## src/mrfe_pkg.sv

```systemverilog
package mrfe_pkg;

  localparam int FRAME_MAX_BYTES = 256;
  localparam int CNT_W = $clog2(FRAME_MAX_BYTES + 1);
  localparam int MIN_REPLY_BYTES = 4;

  localparam int ADDR_W = 3;
  localparam logic [ADDR_W-1:0] ADDR_TIMEOUT = ADDR_W'(0);
  localparam logic [15:0] TIMEOUT_RESET = 16'd300;

  localparam logic [15:0] CRC_INIT = 16'hFFFF;
  localparam logic [15:0] CRC_POLY = 16'hA001;

  localparam int FIFO_DEPTH = 4;
  localparam int PTR_W = $clog2(FIFO_DEPTH);
  localparam int FILL_W = $clog2(FIFO_DEPTH + 1);

  localparam logic KIND_LINE = 1'b0;
  localparam logic KIND_VERDICT = 1'b1;

  typedef enum logic [2:0] {
    REQ_TX_BYTE    = 3'd0,
    REQ_TX_END     = 3'd1,
    REQ_RX_BYTE    = 3'd2,
    REQ_RX_SILENCE = 3'd3,
    REQ_TICK       = 3'd4
  } req_t;

  typedef enum logic [2:0] {
    VERDICT_OK        = 3'd0,
    VERDICT_BAD_CRC   = 3'd1,
    VERDICT_BAD_UNIT  = 3'd2,
    VERDICT_OVERFLOW  = 3'd3,
    VERDICT_TOO_SHORT = 3'd4,
    VERDICT_TIMEOUT   = 3'd5
  } verdict_t;

  typedef struct packed {
    logic             kind;
    logic             last;
    logic [CNT_W-1:0] frame_length;
    verdict_t         verdict;
    logic             drive_enable;
    logic [7:0]       line_byte;
  } result_t;

  function automatic logic [15:0] crc_feed(input logic [15:0] crc, input logic [7:0] b);
    logic [15:0] c;
    c = crc ^ {8'h00, b};
    for (int i = 0; i < 8; i++) begin
      if (c[0]) begin
        c = (c >> 1) ^ CRC_POLY;
      end else begin
        c = c >> 1;
      end
    end
    return c;
  endfunction

endpackage

```

## src/modbus_rtu_frame_engine.sv

```systemverilog
// Modbus RTU master framing engine.
// Slave stream: s_tuser carries the request kind (tx byte, tx end, rx byte,
// rx silence, tick), s_tdata the frame byte. Master stream: zero, one or two
// results per request; m_tuser says line byte or receive verdict, m_tlast
// marks the last result of a request. Tx bytes come back out as line bytes
// with drive enable set; tx end appends the CRC-16 low and high bytes and
// opens the response window. Rx bytes build the reply CRC through a
// two-byte hold; silence or a timed-out window gives the verdict.
// Timing: each result is registered in the output queue before it reaches the master stream.
// Throughput: one request per cycle while s_tready is high; a tx end puts two
// results into the four-entry output queue, so a continuous run of tx ends
// drains at one result per cycle and the input is held off between tx ends.
// When the receiver stalls, the queue fills and s_tready drops once fewer
// than two entries are free; nothing is lost.
// Reset (rst, synchronous) empties the queue, clears the CRC and receive
// state, closes the window and sets the timeout register to 300 ticks.
// The APB port holds response_timeout_ticks at address 0.
module modbus_rtu_frame_engine (
  input  logic                          clk,
  input  logic                          rst,
  input  logic                          s_tvalid,
  output logic                          s_tready,
  input  logic [7:0]                    s_tdata,   // data_byte
  input  logic [2:0]                    s_tuser,   // req_type
  output logic                          m_tvalid,
  input  logic                          m_tready,
  output logic [23:0]                   m_tdata,   // line_byte, drive_enable, verdict,
                                                   // frame_length, zero pad
  output logic                          m_tuser,   // result_kind
  output logic                          m_tlast,   // last_of_run
  input  logic                          psel,
  input  logic                          penable,
  input  logic                          pwrite,
  input  logic [mrfe_pkg::ADDR_W-1:0]   paddr,
  input  logic [31:0]                   pwdata,
  output logic [31:0]                   prdata,
  output logic                          pready
);

  localparam int CNT_W = mrfe_pkg::CNT_W;

  logic [15:0]      response_timeout_ticks;
  logic [15:0]      tx_crc, tx_crc_next;
  logic             tx_first_pending, tx_first_pending_next;
  logic [7:0]       request_unit, request_unit_next;
  logic             awaiting_reply, awaiting_reply_next;
  logic [15:0]      reply_timer, reply_timer_next;
  logic [15:0]      rx_crc, rx_crc_next;
  logic [15:0]      rx_hold, rx_hold_next;
  logic [7:0]       rx_first_byte, rx_first_byte_next;
  logic [CNT_W-1:0] rx_count, rx_count_next;
  logic             rx_overflowed, rx_overflowed_next;

  mrfe_pkg::result_t fifo [mrfe_pkg::FIFO_DEPTH];
  logic [mrfe_pkg::PTR_W-1:0]  wr_ptr, rd_ptr;
  logic [mrfe_pkg::FILL_W-1:0] fill;

  mrfe_pkg::result_t res0, res1;
  logic [1:0]        push_n;
  logic              in_xfer, out_xfer;
  mrfe_pkg::req_t    req;
  mrfe_pkg::result_t head;

  assign req      = mrfe_pkg::req_t'(s_tuser);
  assign s_tready = fill <= mrfe_pkg::FILL_W'(mrfe_pkg::FIFO_DEPTH - 2);
  assign in_xfer  = s_tvalid && s_tready;
  assign m_tvalid = fill != '0;
  assign out_xfer = m_tvalid && m_tready;
  assign head     = fifo[rd_ptr];
  assign m_tdata  = {3'b000, head.frame_length, head.verdict, head.drive_enable,
                     head.line_byte};
  assign m_tuser  = head.kind;
  assign m_tlast  = head.last;

  assign pready = 1'b1;
  assign prdata = (paddr == mrfe_pkg::ADDR_TIMEOUT) ? {16'h0000, response_timeout_ticks}
                                                    : 32'h0000_0000;

  always_comb begin
    tx_crc_next           = tx_crc;
    tx_first_pending_next = tx_first_pending;
    request_unit_next     = request_unit;
    awaiting_reply_next   = awaiting_reply;
    reply_timer_next      = reply_timer;
    rx_crc_next           = rx_crc;
    rx_hold_next          = rx_hold;
    rx_first_byte_next    = rx_first_byte;
    rx_count_next         = rx_count;
    rx_overflowed_next    = rx_overflowed;
    res0                  = '0;
    res1                  = '0;
    push_n                = 2'd0;
    unique case (req)
      mrfe_pkg::REQ_TX_BYTE: begin
        if (tx_first_pending) begin
          request_unit_next     = s_tdata;
          tx_first_pending_next = 1'b0;
        end
        tx_crc_next       = mrfe_pkg::crc_feed(tx_crc, s_tdata);
        res0.kind         = mrfe_pkg::KIND_LINE;
        res0.line_byte    = s_tdata;
        res0.drive_enable = 1'b1;
        res0.last         = 1'b1;
        push_n            = 2'd1;
      end
      mrfe_pkg::REQ_TX_END: begin
        res0.kind             = mrfe_pkg::KIND_LINE;
        res0.line_byte        = tx_crc[7:0];
        res0.drive_enable     = 1'b1;
        res1.kind             = mrfe_pkg::KIND_LINE;
        res1.line_byte        = tx_crc[15:8];
        res1.drive_enable     = 1'b1;
        res1.last             = 1'b1;
        push_n                = 2'd2;
        tx_crc_next           = mrfe_pkg::CRC_INIT;
        tx_first_pending_next = 1'b1;
        awaiting_reply_next   = 1'b1;
        reply_timer_next      = response_timeout_ticks;
        rx_crc_next           = mrfe_pkg::CRC_INIT;
        rx_hold_next          = '0;
        rx_first_byte_next    = '0;
        rx_count_next         = '0;
        rx_overflowed_next    = 1'b0;
      end
      mrfe_pkg::REQ_RX_BYTE: begin
        if (awaiting_reply) begin
          if (rx_count >= CNT_W'(mrfe_pkg::FRAME_MAX_BYTES)) begin
            rx_overflowed_next = 1'b1;
          end else begin
            if (rx_count >= CNT_W'(2)) begin
              rx_crc_next = mrfe_pkg::crc_feed(rx_crc, rx_hold[7:0]);
            end
            rx_hold_next = {s_tdata, rx_hold[15:8]};
            if (rx_count == '0) begin
              rx_first_byte_next = s_tdata;
            end
            rx_count_next = rx_count + CNT_W'(1);
          end
        end
      end
      mrfe_pkg::REQ_RX_SILENCE: begin
        if (awaiting_reply && rx_count != '0) begin
          res0.kind         = mrfe_pkg::KIND_VERDICT;
          res0.last         = 1'b1;
          res0.frame_length = (rx_count >= CNT_W'(2)) ? rx_count - CNT_W'(2) : '0;
          if (rx_overflowed) begin
            res0.verdict = mrfe_pkg::VERDICT_OVERFLOW;
          end else if (rx_count < CNT_W'(mrfe_pkg::MIN_REPLY_BYTES)) begin
            res0.verdict = mrfe_pkg::VERDICT_TOO_SHORT;
          end else if (rx_crc != rx_hold) begin
            res0.verdict = mrfe_pkg::VERDICT_BAD_CRC;
          end else if (rx_first_byte != request_unit) begin
            res0.verdict = mrfe_pkg::VERDICT_BAD_UNIT;
          end else begin
            res0.verdict = mrfe_pkg::VERDICT_OK;
          end
          push_n              = 2'd1;
          awaiting_reply_next = 1'b0;
          rx_crc_next         = mrfe_pkg::CRC_INIT;
          rx_hold_next        = '0;
          rx_first_byte_next  = '0;
          rx_count_next       = '0;
          rx_overflowed_next  = 1'b0;
        end
      end
      mrfe_pkg::REQ_TICK: begin
        if (awaiting_reply) begin
          if (reply_timer <= 16'd1) begin
            reply_timer_next    = '0;
            awaiting_reply_next = 1'b0;
            rx_crc_next         = mrfe_pkg::CRC_INIT;
            rx_hold_next        = '0;
            rx_first_byte_next  = '0;
            rx_count_next       = '0;
            rx_overflowed_next  = 1'b0;
            res0.kind           = mrfe_pkg::KIND_VERDICT;
            res0.verdict        = mrfe_pkg::VERDICT_TIMEOUT;
            res0.last           = 1'b1;
            push_n              = 2'd1;
          end else begin
            reply_timer_next = reply_timer - 16'd1;
          end
        end
      end
      default: begin
      end
    endcase
  end

  always_ff @(posedge clk) begin
    if (rst) begin
      response_timeout_ticks <= mrfe_pkg::TIMEOUT_RESET;
    end else if (psel && penable && pwrite && pready && paddr == mrfe_pkg::ADDR_TIMEOUT) begin
      response_timeout_ticks <= pwdata[15:0];
    end
  end

  always_ff @(posedge clk) begin
    if (rst) begin
      tx_crc           <= mrfe_pkg::CRC_INIT;
      tx_first_pending <= 1'b1;
      request_unit     <= '0;
      awaiting_reply   <= 1'b0;
      reply_timer      <= '0;
      rx_crc           <= mrfe_pkg::CRC_INIT;
      rx_hold          <= '0;
      rx_first_byte    <= '0;
      rx_count         <= '0;
      rx_overflowed    <= 1'b0;
    end else if (in_xfer) begin
      tx_crc           <= tx_crc_next;
      tx_first_pending <= tx_first_pending_next;
      request_unit     <= request_unit_next;
      awaiting_reply   <= awaiting_reply_next;
      reply_timer      <= reply_timer_next;
      rx_crc           <= rx_crc_next;
      rx_hold          <= rx_hold_next;
      rx_first_byte    <= rx_first_byte_next;
      rx_count         <= rx_count_next;
      rx_overflowed    <= rx_overflowed_next;
    end
  end

  always_ff @(posedge clk) begin
    if (in_xfer && push_n != 2'd0) begin
      fifo[wr_ptr] <= res0;
      if (push_n == 2'd2) begin
        fifo[wr_ptr + mrfe_pkg::PTR_W'(1)] <= res1;
      end
    end
  end

  always_ff @(posedge clk) begin
    if (rst) begin
      wr_ptr <= '0;
      rd_ptr <= '0;
      fill   <= '0;
    end else begin
      if (in_xfer) begin
        wr_ptr <= wr_ptr + mrfe_pkg::PTR_W'(push_n);
      end
      if (out_xfer) begin
        rd_ptr <= rd_ptr + mrfe_pkg::PTR_W'(1);
      end
      fill <= fill + (in_xfer ? mrfe_pkg::FILL_W'(push_n) : '0)
                   - (out_xfer ? mrfe_pkg::FILL_W'(1) : '0);
    end
  end

endmodule
```

## config.mk

```make
export PLATFORM = sky130hd
export DESIGN_NAME = modbus_rtu_frame_engine
export DESIGN_NICKNAME = d
export VERILOG_FILES = /design/src/mrfe_pkg.sv /design/src/modbus_rtu_frame_engine.sv
export SDC_FILE = /design/constraint.sdc
export NUM_CORES = 1
export LEC_CHECK = 0
export BUFFER_PORTS_ARGS = -buffer_cell sky130_fd_sc_hd__buf_2
export CAP_MARGIN = 30
export CORE_UTILIZATION = 45
export CTS_CLUSTER_SIZE = 8
export DETAILED_ROUTE_END_ITERATION = 16
export SLEW_MARGIN = 20
export SYNTH_ARGS = -nofsm -noshare
export SYNTH_HDL_FRONTEND = slang
export SYNTH_SLANG_ARGS = --single-unit
```

## constraint.sdc

```tcl
create_clock -name clk -period 8.4 [get_ports clk]
set_input_delay 1.68 -clock clk [delete_from_list [all_inputs] [get_ports clk]]
set_output_delay 1.68 -clock clk [all_outputs]
set_load 0.01 [all_outputs]
```

==> results of run 1 <==
==> tightest hold or removal path: stages, from the launching register on <==
cell,delay (ns)
dfxtp_1,0.30
nand2_1,0.05
a21oi_1,0.05
==> cell families (layout without fill, tap and decap cells) <==
| kind of cell | after synthesis | count (layout) | synth area share [%] |
|---|---|---|---|
| other | 2 | 20 | 0.0730 |
| XOR/XNOR | 67 | 67 | 6.40 |
| flip-flops | 209 | 209 | 44.6 |
| adder cells (fa/ha/maj) | 16 | 16 | 2.02 |
| buffers and inverters | 107 | 148 | 4.95 |
| multiplexers | 39 | 39 | 6.69 |
| AND/OR/NAND/NOR | 429 | 429 | 19.7 |
| AO/OA/AOI/OAI | 249 | 249 | 15.5 |
==> power groups by stage <==
stage | Clock (mW) | Sequential [mW] | Combinational (mW)
detailed placement | 0 | 1.11 | 0.412
global route | 1.14 | 1.09 | 0.458
finish | 1.07 | 1.09 | 0.411
floorplan | 0 | 1.10 | 0.316
global placement | 0 | 1.11 | 0.409
CTS | 1.09 | 1.09 | 0.414
==> worst min path at each step <==
stage,to
finish,fifo[1][11]$_SDFFE_PP0N_
global route,fifo[3][14]$_SDFFE_PP0N_
CTS,fifo[3][14]$_SDFFE_PP0N_
detailed placement,fifo[3][14]$_SDFFE_PP0N_
global placement,fifo[1][11]$_SDFFE_PP0N_
floorplan,fifo[2][11]$_SDFFE_PP0N_
==> synth_stat cells, drive strengths merged (10+ instances only) <==
| cell | number | share of area (%) |
|---|---|---|
| buf | 37 | 2.4 |
| o22ai | 49 | 3.0 |
| a22oi | 37 | 2.7 |
| xnor2 | 39 | 3.3 |
| nand4 | 10 | 0.61 |
| and2 | 20 | 1.2 |
| xor2 | 23 | 2.0 |
| edfxtp | 40 | 12 |
| nor3 | 27 | 1.4 |
| nand2b | 25 | 1.5 |
| mux4 | 23 | 5.0 |
| ha | 15 | 1.8 |
| or3 | 11 | 0.67 |
| dfxtp | 169 | 33 |
| a21oi | 81 | 3.9 |
| nor2 | 109 | 4.0 |
| clkbuf | 54 | 2.0 |
| o21ai | 33 | 1.6 |
| o21bai | 15 | 1.1 |
| nand2 | 174 | 6.4 |
| nand3 | 10 | 0.54 |
| inv | 16 | 0.58 |
==> flip-flops by register name (all words and copies together) (netlist names), named ones only <==
signal,count
awaiting_reply,1
fifo,92
fill,3
rd_ptr,2
reply_timer,16
request_unit,8
response_timeout_ticks,16
rx_count,9
rx_crc,16
rx_first_byte,8
rx_hold,16
rx_overflowed,1
tx_crc,16
tx_first_pending,1
wr_ptr,2
==> per-layer routing <==
layer	wire, um	vias up	share of wire, %	GRT usage [%]
met1	11400	3721	47	28.5
li1	-	4015	-	-
met4	346	2	1.4	4.23
met5	13	-	0.053	0
met2	11400	183	46	35.2
met3	1320	31	5.4	3.60
==> final cells by class <==
class | count | area share (%)
clock buffers | 40 | 7.00
flip-flops and latches | 209 | 39.6
multi-input cells | 820 | 45.5
repair buffers | 91 | 4.27
inverters | 16 | 0.519
clock inverters | 1 | 0.0757
well taps | 280 | 3.03
==> through the flow <==
stage	cells	instance area (um2)	power (mW)	hold WS [ns]	util, %
2_1_floorplan	1136	10400	1.42	0.429	-
4_1_cts	1456	11600	2.60	0.453	52.3
3_5_place_dp	1415	10700	1.52	0.446	48.6
3_3_place_gp	1414	10700	1.52	0.436	48.6
6_report	1457	11600	2.57	0.449	52.4
5_1_grt	1457	11600	2.69	0.465	52.4
==> results.ini, run 1 <==
[placed_design]
place_congestion=0.797
pre_cts_slack_ns=3.58
port_buffers=77
place_hpwl_um=16000

[critical_path]
r2r.worst_path.cells=12
crit_fanout=13
timing.critical_path.from=paddr[1]
timing.critical_path.slowest_cell_delay_ns=0.37
critPathTopFamily=simple AND/OR/NAND/NOR gates
setup.worst_path.end_class=output port
cp.required_ns=6.72
critPathBufInv=3
reg2reg_to=fill[2]$_SDFF_PP0_
cp.arrival_ns=2.69
worstSetupStartpointType=primary input
worstPathCellList=buf_2 > nor3_1 > buf_2 > and2_1 > buf_2
crit_slowest_cell=nor3_1
path_common_cell=buf_2
crit_type=in -> out
crit_end=prdata[3]
worstSetupPathDepth=5
r2r_slack_ns=5.06
r2r-start=reply_timer[2]$_SDFFE_PP0P_

[floorplanning]
core-area_um2=22100
start_util_pct=46.5
dieArea_um2=23500
rows=54
die_y_um=153
die_w_um=153
boundaryPins=114

[power]
power_leakage_nw=4.44
switchingPower_mw=0.677
p_per_area_nw_per_um2=222
seqPwrFrac_pct=42.4
pwr-share-clk_pct=41.6
peakVddDrop_mv=0.135
combPwrFrac_pct=16.0
p_int_mw=1.89
p_sw_share_pct=26.3

[route]
wl_per_cell_um=16.8
initialDrtViolationCount=492
drc=0
num_vias=7952
ant_nets=0
routed_wl_um=24500
first_pass_iters=4
viasPerCell=5.46

[finish]
diodes=0
multi_input_area_um2=5260
final_common_cell=nand2_1
area_growth_pct=12.5
drive_gt1_share_pct=15.0
final_cell_mix=nand2_1 (174), dfxtp_1 (169), nor2_1 (108), a21oi_1 (81), buf_2 (77)
ff_latch_area_um2=4580
fin_nets=1237
fillers=2077

[clock_tree]
cts-hold-fix-buffers=0
htreeDepth=1
cts.clk_slew.worst_paths_ns=0.05
cts_num_sinks=209
clock-root-buffer=clkbuf_16
cts_tree=done
cts_setup_buffers=0
cts.path.max_buffers=3
post_cts_resized=0
worstSkewPairLatency_ns=0.53
numCtsBuffers=30

[sta]
setup_viol=0
hold_violations=0
final-max-slew-violation-count=0
worst_pin_slew_ns=0.877
period_share_pct=52.0
rsz0062_at_grt=false
relSlewSlack_pct=41.3
finClkSkew_ns=0.0104
fin_ws_ns=4.03
fmaxAchievable_ghz=0.229
fin_crit_ns=4.37
fin_tns_setup_ns=0

[synthesis]
avgSynthCellArea_um2=9.20
seq_area_frac_synth_pct=44.6
synth_flop_cell=dfxtp_1
ys_ff_latch=209
synth_edf_count=40
ys_warn_count=0
netlist_instances=1118
synth_cell_types=70
async_reset_ff_share_pct=0
syn_area_um2=10300

[min_path]
min_path_cells=2
hp-start=fifo[1][11]$_SDFFE_PP0N_
holdCritPathClass=reg -> reg

[global_route]
grt_pass1_wl_um=40500
grt_max_degree=77
grt_pass1_vias=7730
antenna_found_initial=1
grt.total_usage_pct=21.0
grt-ovfl-total=0

[outcome]
status=finished clean

[run]
cap_violations=0

Power figures use the tool's default switching activity.
==> inputs of run 2 (changes only) <==
- clock period: 8.4 -> 4.38 ns (I/O delays scaled with it)
==> results.ini, run 2 (synthesized netlist as in run 1, its figures left out) <==
[critical_path]
cp.required_ns=4.78
crit_fanout=7
cp.arrival_ns=3.62
setup.worst_path.end_class=flop
crit_type=reg -> reg
worstSetupStartpointType=flop
worstPathCellList=inv_1 > ha_1 > or4b_1 > o211ai_2 > o21ai_0 > nor2_1 > inv_1 > nand2_1 > ha_1 > inv_1 > ha_1 > fa_1 > nor2b_1
crit_slowest_cell=or4b_1
timing.critical_path.slowest_cell_delay_ns=0.52

[power]
peakVddDrop_mv=0.231
power_leakage_nw=4.47
p_per_area_nw_per_um2=425

[finish]
final_cell_mix=nand2_1 (174), dfxtp_1 (169), nor2_1 (108), a21oi_1 (81), buf_2 (76)
fin_nets=1240
instances_no_fill=1461
top_register=fifo
final_common_cell=nand2_1
largest_register_ffs=92
area_growth_pct=13.0
drive_gt1_share_pct=15.2

[sta]
relSlewSlack_pct=36.3
fin_tns_setup_ns=0
period_share_pct=73.5
fin_crit_ns=3.22
finClkSkew_ns=0.0154
rsz0062_at_grt=false
hold_violations=0
final-max-slew-violation-count=0
fmaxAchievable_ghz=0.311
worst_pin_slew_ns=0.953
setup_viol=0

[clock_tree]
cts.path.max_buffers=3
cts-hold-fix-buffers=0
cts.clk_slew.worst_paths_ns=0.05
cts_num_sinks=209
cts_setup_buffers=0
worstSkewPairLatency_ns=0.54
clock-root-buffer=clkbuf_16
cts_tree=done
post_cts_resized=0
htreeDepth=1
numCtsBuffers=30

[route]
initialDrtViolationCount=406
routed_wl_um=24500
wl_per_cell_um=16.8
viasPerCell=5.45
drc=0
ant_nets=0
num_vias=7964
first_pass_iters=5

[global_route]
grt-ovfl-total=0
grt_use_met2_pct=35.1
grt.busiest_layer=met2
antenna_found_initial=1
grt_pass1_vias=7813
grtUsageMet1_pct=28.4
grt_max_degree=63
grt_use_met3_pct=3.29
grt_pass1_wl_um=40300
grt.total_usage_pct=20.9

[placed_design]
place_hpwl_um=16100
dp.cells=1418
place_congestion=0.794
port_buffers=77

[floorplanning]
die_y_um=153
rows=54
start_util_pct=46.5
core-area_um2=22100
dieArea_um2=23500
die_w_um=153
boundaryPins=114

[run]
cap_violations=0

[min_path]
holdCritPathClass=reg -> reg

[outcome]
status=finished clean

run 2: final cells by class:
type	instances	area [um2]
Multi-Input combinational cell	820	5260
Fill cell	2055	10500
Tap cell	280	350
Antenna cell	1	2.50
Timing Repair Buffer	94	539
Clock inverter	1	8.76
Inverter	16	60.1
Sequential cell	209	4580
Clock buffer	40	810
run 2: worst paths after layout:
path | startpoint | to | slack, ns | cells past startpoint
setup / recovery | rx_count[1]$_SDFFE_PP0P_ | fill[1]$_SDFF_PP0_ | 1.16 | 13
hold / removal | fifo[1][17]$_SDFFE_PP0N_ | fifo[1][17]$_SDFFE_PP0N_ | 0.45 | 2
setup reg to reg | rx_count[1]$_SDFFE_PP0P_ | fill[1]$_SDFF_PP0_ | 1.16 | 13
hold reg to reg | fifo[1][17]$_SDFFE_PP0N_ | fifo[1][17]$_SDFFE_PP0N_ | 0.45 | 2
run 2: where the power goes:
group	internal [mW]	total (mW)	leakage, nW	switching [mW]
clock network	1.26	2.04	0.397	0.788
logic	0.342	0.798	2.29	0.456
registers	2.04	2.09	1.78	0.0509
total	3.64	4.93	4.47	1.29
run 2: metrics by stage:
step	hold WS (ns)	cell area (um2)	power (mW)	setup WS, ns	utilization, %
CTS	0.449	11600	4.98	1.17	52.5
global placement	0.436	10800	2.91	0.791	48.7
floorplan	0.429	10400	2.72	1.07	-
global route	0.466	11600	5.14	0.952	52.6
finish	0.450	11600	4.93	1.16	52.6
detailed placement	0.442	10800	2.92	0.751	48.8
run 2: worst max-delay path: cells and delay by family, from the launching register on:
family                     cells  cell delay, ns
adders and majority gates      4            0.95
buffers and inverters          3            0.33
AOI/OAI and AO/OA              2            0.42
DFF                            1            0.39
and+or+nand+nor                4            1.00
run 2: per-layer routing:
layer  vias up  share of wire (%)  routed length [um]
li1       4031                  -                   -
met1      3719                 47               11600
met2       181                 46               11400
met3        31                4.6                1140
met4         2                1.5                 359
met5         -              0.045                  11
==> inputs of run 3 (changes only) <==
- ABC_AREA: default -> 1
- clock period: 4.38 -> 3.2 ns (I/O delays scaled with it)
==> results.ini, run 3 <==
[outcome]
status=finished clean

[sta]
setup_viol=0
fmaxAchievable_ghz=0.354
fin_tns_setup_ns=0
worst_pin_slew_ns=0.694
hold_violations=0
final-max-slew-violation-count=0
finClkSkew_ns=0.0187
timing.hold.ws_ns=0.337
relSlewSlack_pct=53.7
fin_crit_ns=2.82
period_share_pct=88.2
rsz0062_at_grt=false
fin_ws_ns=0.378

[global_route]
antenna_found_initial=0
grt_max_degree=42
grt.total_usage_pct=22.9
grt_pass1_wl_um=45200
grt-ovfl-total=0
grt_pass1_vias=8863

[clock_tree]
cts.clk_slew.worst_paths_ns=0.05
post_cts_resized=0
cts_setup_buffers=0
cts-hold-fix-buffers=0
clock-root-buffer=clkbuf_16
cts.path.max_buffers=3
cts_tree=done
htreeDepth=1
worstSkewPairLatency_ns=0.54
cts_num_sinks=209
numCtsBuffers=30

[route]
viasPerCell=5.24
num_vias=9533
first_pass_iters=5
wl_per_cell_um=15.2
initialDrtViolationCount=533
routed_wl_um=27700
ant_nets=0
drc=0

[synthesis]
synth_cell_types=56
ys_ff_latch=209
yosys.area.top_type=dfxtp_1
seq_area_frac_synth_pct=42.6
yosysMostFrequentCell=nand2_1
async_reset_ff_share_pct=0
ys_top_cells_by_count=nand2_1 (298), dfxtp_1 (169), o21ai_0 (145), inv_1 (131), a21oi_1 (128)
yosysTopAreaCellShare_pct=31.4
synth.area.top_cells=dfxtp_1 (31%), edfxtp_1 (11%), nand2_1 (10%)
avgSynthCellArea_um2=7.54
ys_warn_count=0
synth_edf_count=40
syn_area_um2=10800
synth_flop_cell=dfxtp_1
netlist_instances=1428

[finish]
final_cell_mix=nand2_1 (298), dfxtp_1 (169), o21ai_0 (145), inv_1 (130), a21oi_1 (127)
drive_gt1_share_pct=12.6
diodes=0
top_register=fifo
final_common_cell=nand2_1
largest_register_ffs=92
area_growth_pct=12.8
fin_nets=1562

[power]
power.total_mw=7.66
power_leakage_nw=5.28
peakVddDrop_mv=0.360
p_per_area_nw_per_um2=630

[placed_design]
pre_cts_slack_ns=0.305
port_buffers=77
place_hpwl_um=18900
place_congestion=0.824

[critical_path]
worstSetupStartpointType=flop
cp.arrival_ns=3.24
crit_type=reg -> reg
setup.worst_path.end_class=flop
cp.required_ns=3.62
crit_fanout=3

[run]
cap_violations=0

[floorplanning]
rows=56
boundaryPins=114
start_util_pct=45.9
core-area_um2=23500
dieArea_um2=24600
die_w_um=157
die_y_um=157

[min_path]
holdCritPathClass=in -> reg

==> run 3: worst paths after layout <==
path	start	endpoint	slack, ns	depth (start not counted)
max	reply_timer[0]$_SDFFE_PP0P_	fill[2]$_SDFF_PP0_	0.38	15
min reg2reg	fifo[1][12]$_SDFFE_PP0N_	fifo[1][12]$_SDFFE_PP0N_	0.46	2
min	pwdata[2]	response_timeout_ticks[2]$_SDFFE_PP1P_	0.34	3
max reg2reg	reply_timer[0]$_SDFFE_PP0P_	fill[2]$_SDFF_PP0_	0.38	15
==> run 3: layer usage <==
metal  wire [um]  GRT usage [%]  part of all wire [%]
met4         529           5.93                   1.9
met5           0              0                     0
met2       13100           39.6                    47
met1       12700           30.0                    46
met3        1350           2.82                   4.9
==> run 3: where the power goes <==
| part | leakage [nW] | total, mW | internal (mW) | switching, mW |
|---|---|---|---|---|
| Combinational | 3.17 | 1.80 | 0.651 | 1.15 |
| Clock | 0.397 | 2.81 | 1.72 | 1.09 |
| Sequential | 1.71 | 3.04 | 2.90 | 0.140 |
| Total | 5.28 | 7.66 | 5.28 | 2.38 |
==> run 3: critical path: stages (launching register included) <==
cell     delay, ns
dfxtp_1       0.32
inv_1         0.10
ha_1          0.21
nand2_2       0.10
nor2_2        0.13
o21ai_1       0.13
nor3_1        0.34
nor3_1        0.12
inv_1         0.13
nand2_1       0.07
ha_1          0.27
inv_1         0.04
ha_1          0.18
fa_1          0.38
o21ai_0       0.16
a21oi_1       0.05
==> run 3: cell families after synthesis <==
family	count (synthesis)	share of synthesized area, %
compound gates	371	18.9
buf+inv	235	9.97
fa+ha+maj	16	1.93
simple gates	546	22.6
flops	209	42.6
other cells	2	0.0697
xor+xnor	49	3.98
==> run 3: per-stage QoR <==
step	cell area (um2)	util [%]	instances
5_1_grt	12200	51.8	1821
3_5_place_dp	11300	48.3	1780
4_1_cts	12200	51.8	1821
2_1_floorplan	10800	-	1446
3_3_place_gp	11300	48.3	1780
6_report	12200	51.8	1821
==> run 3: layout make-up <==
cell class | instances | area, um2
clock inverter | 1 | 8.76
fill | 2381 | 11300
sequential | 209 | 4580
clock buffer | 40 | 810
tap | 319 | 399
timing repair buffer | 111 | 641
multi-input combinational | 1002 | 5180
inverter | 139 | 527
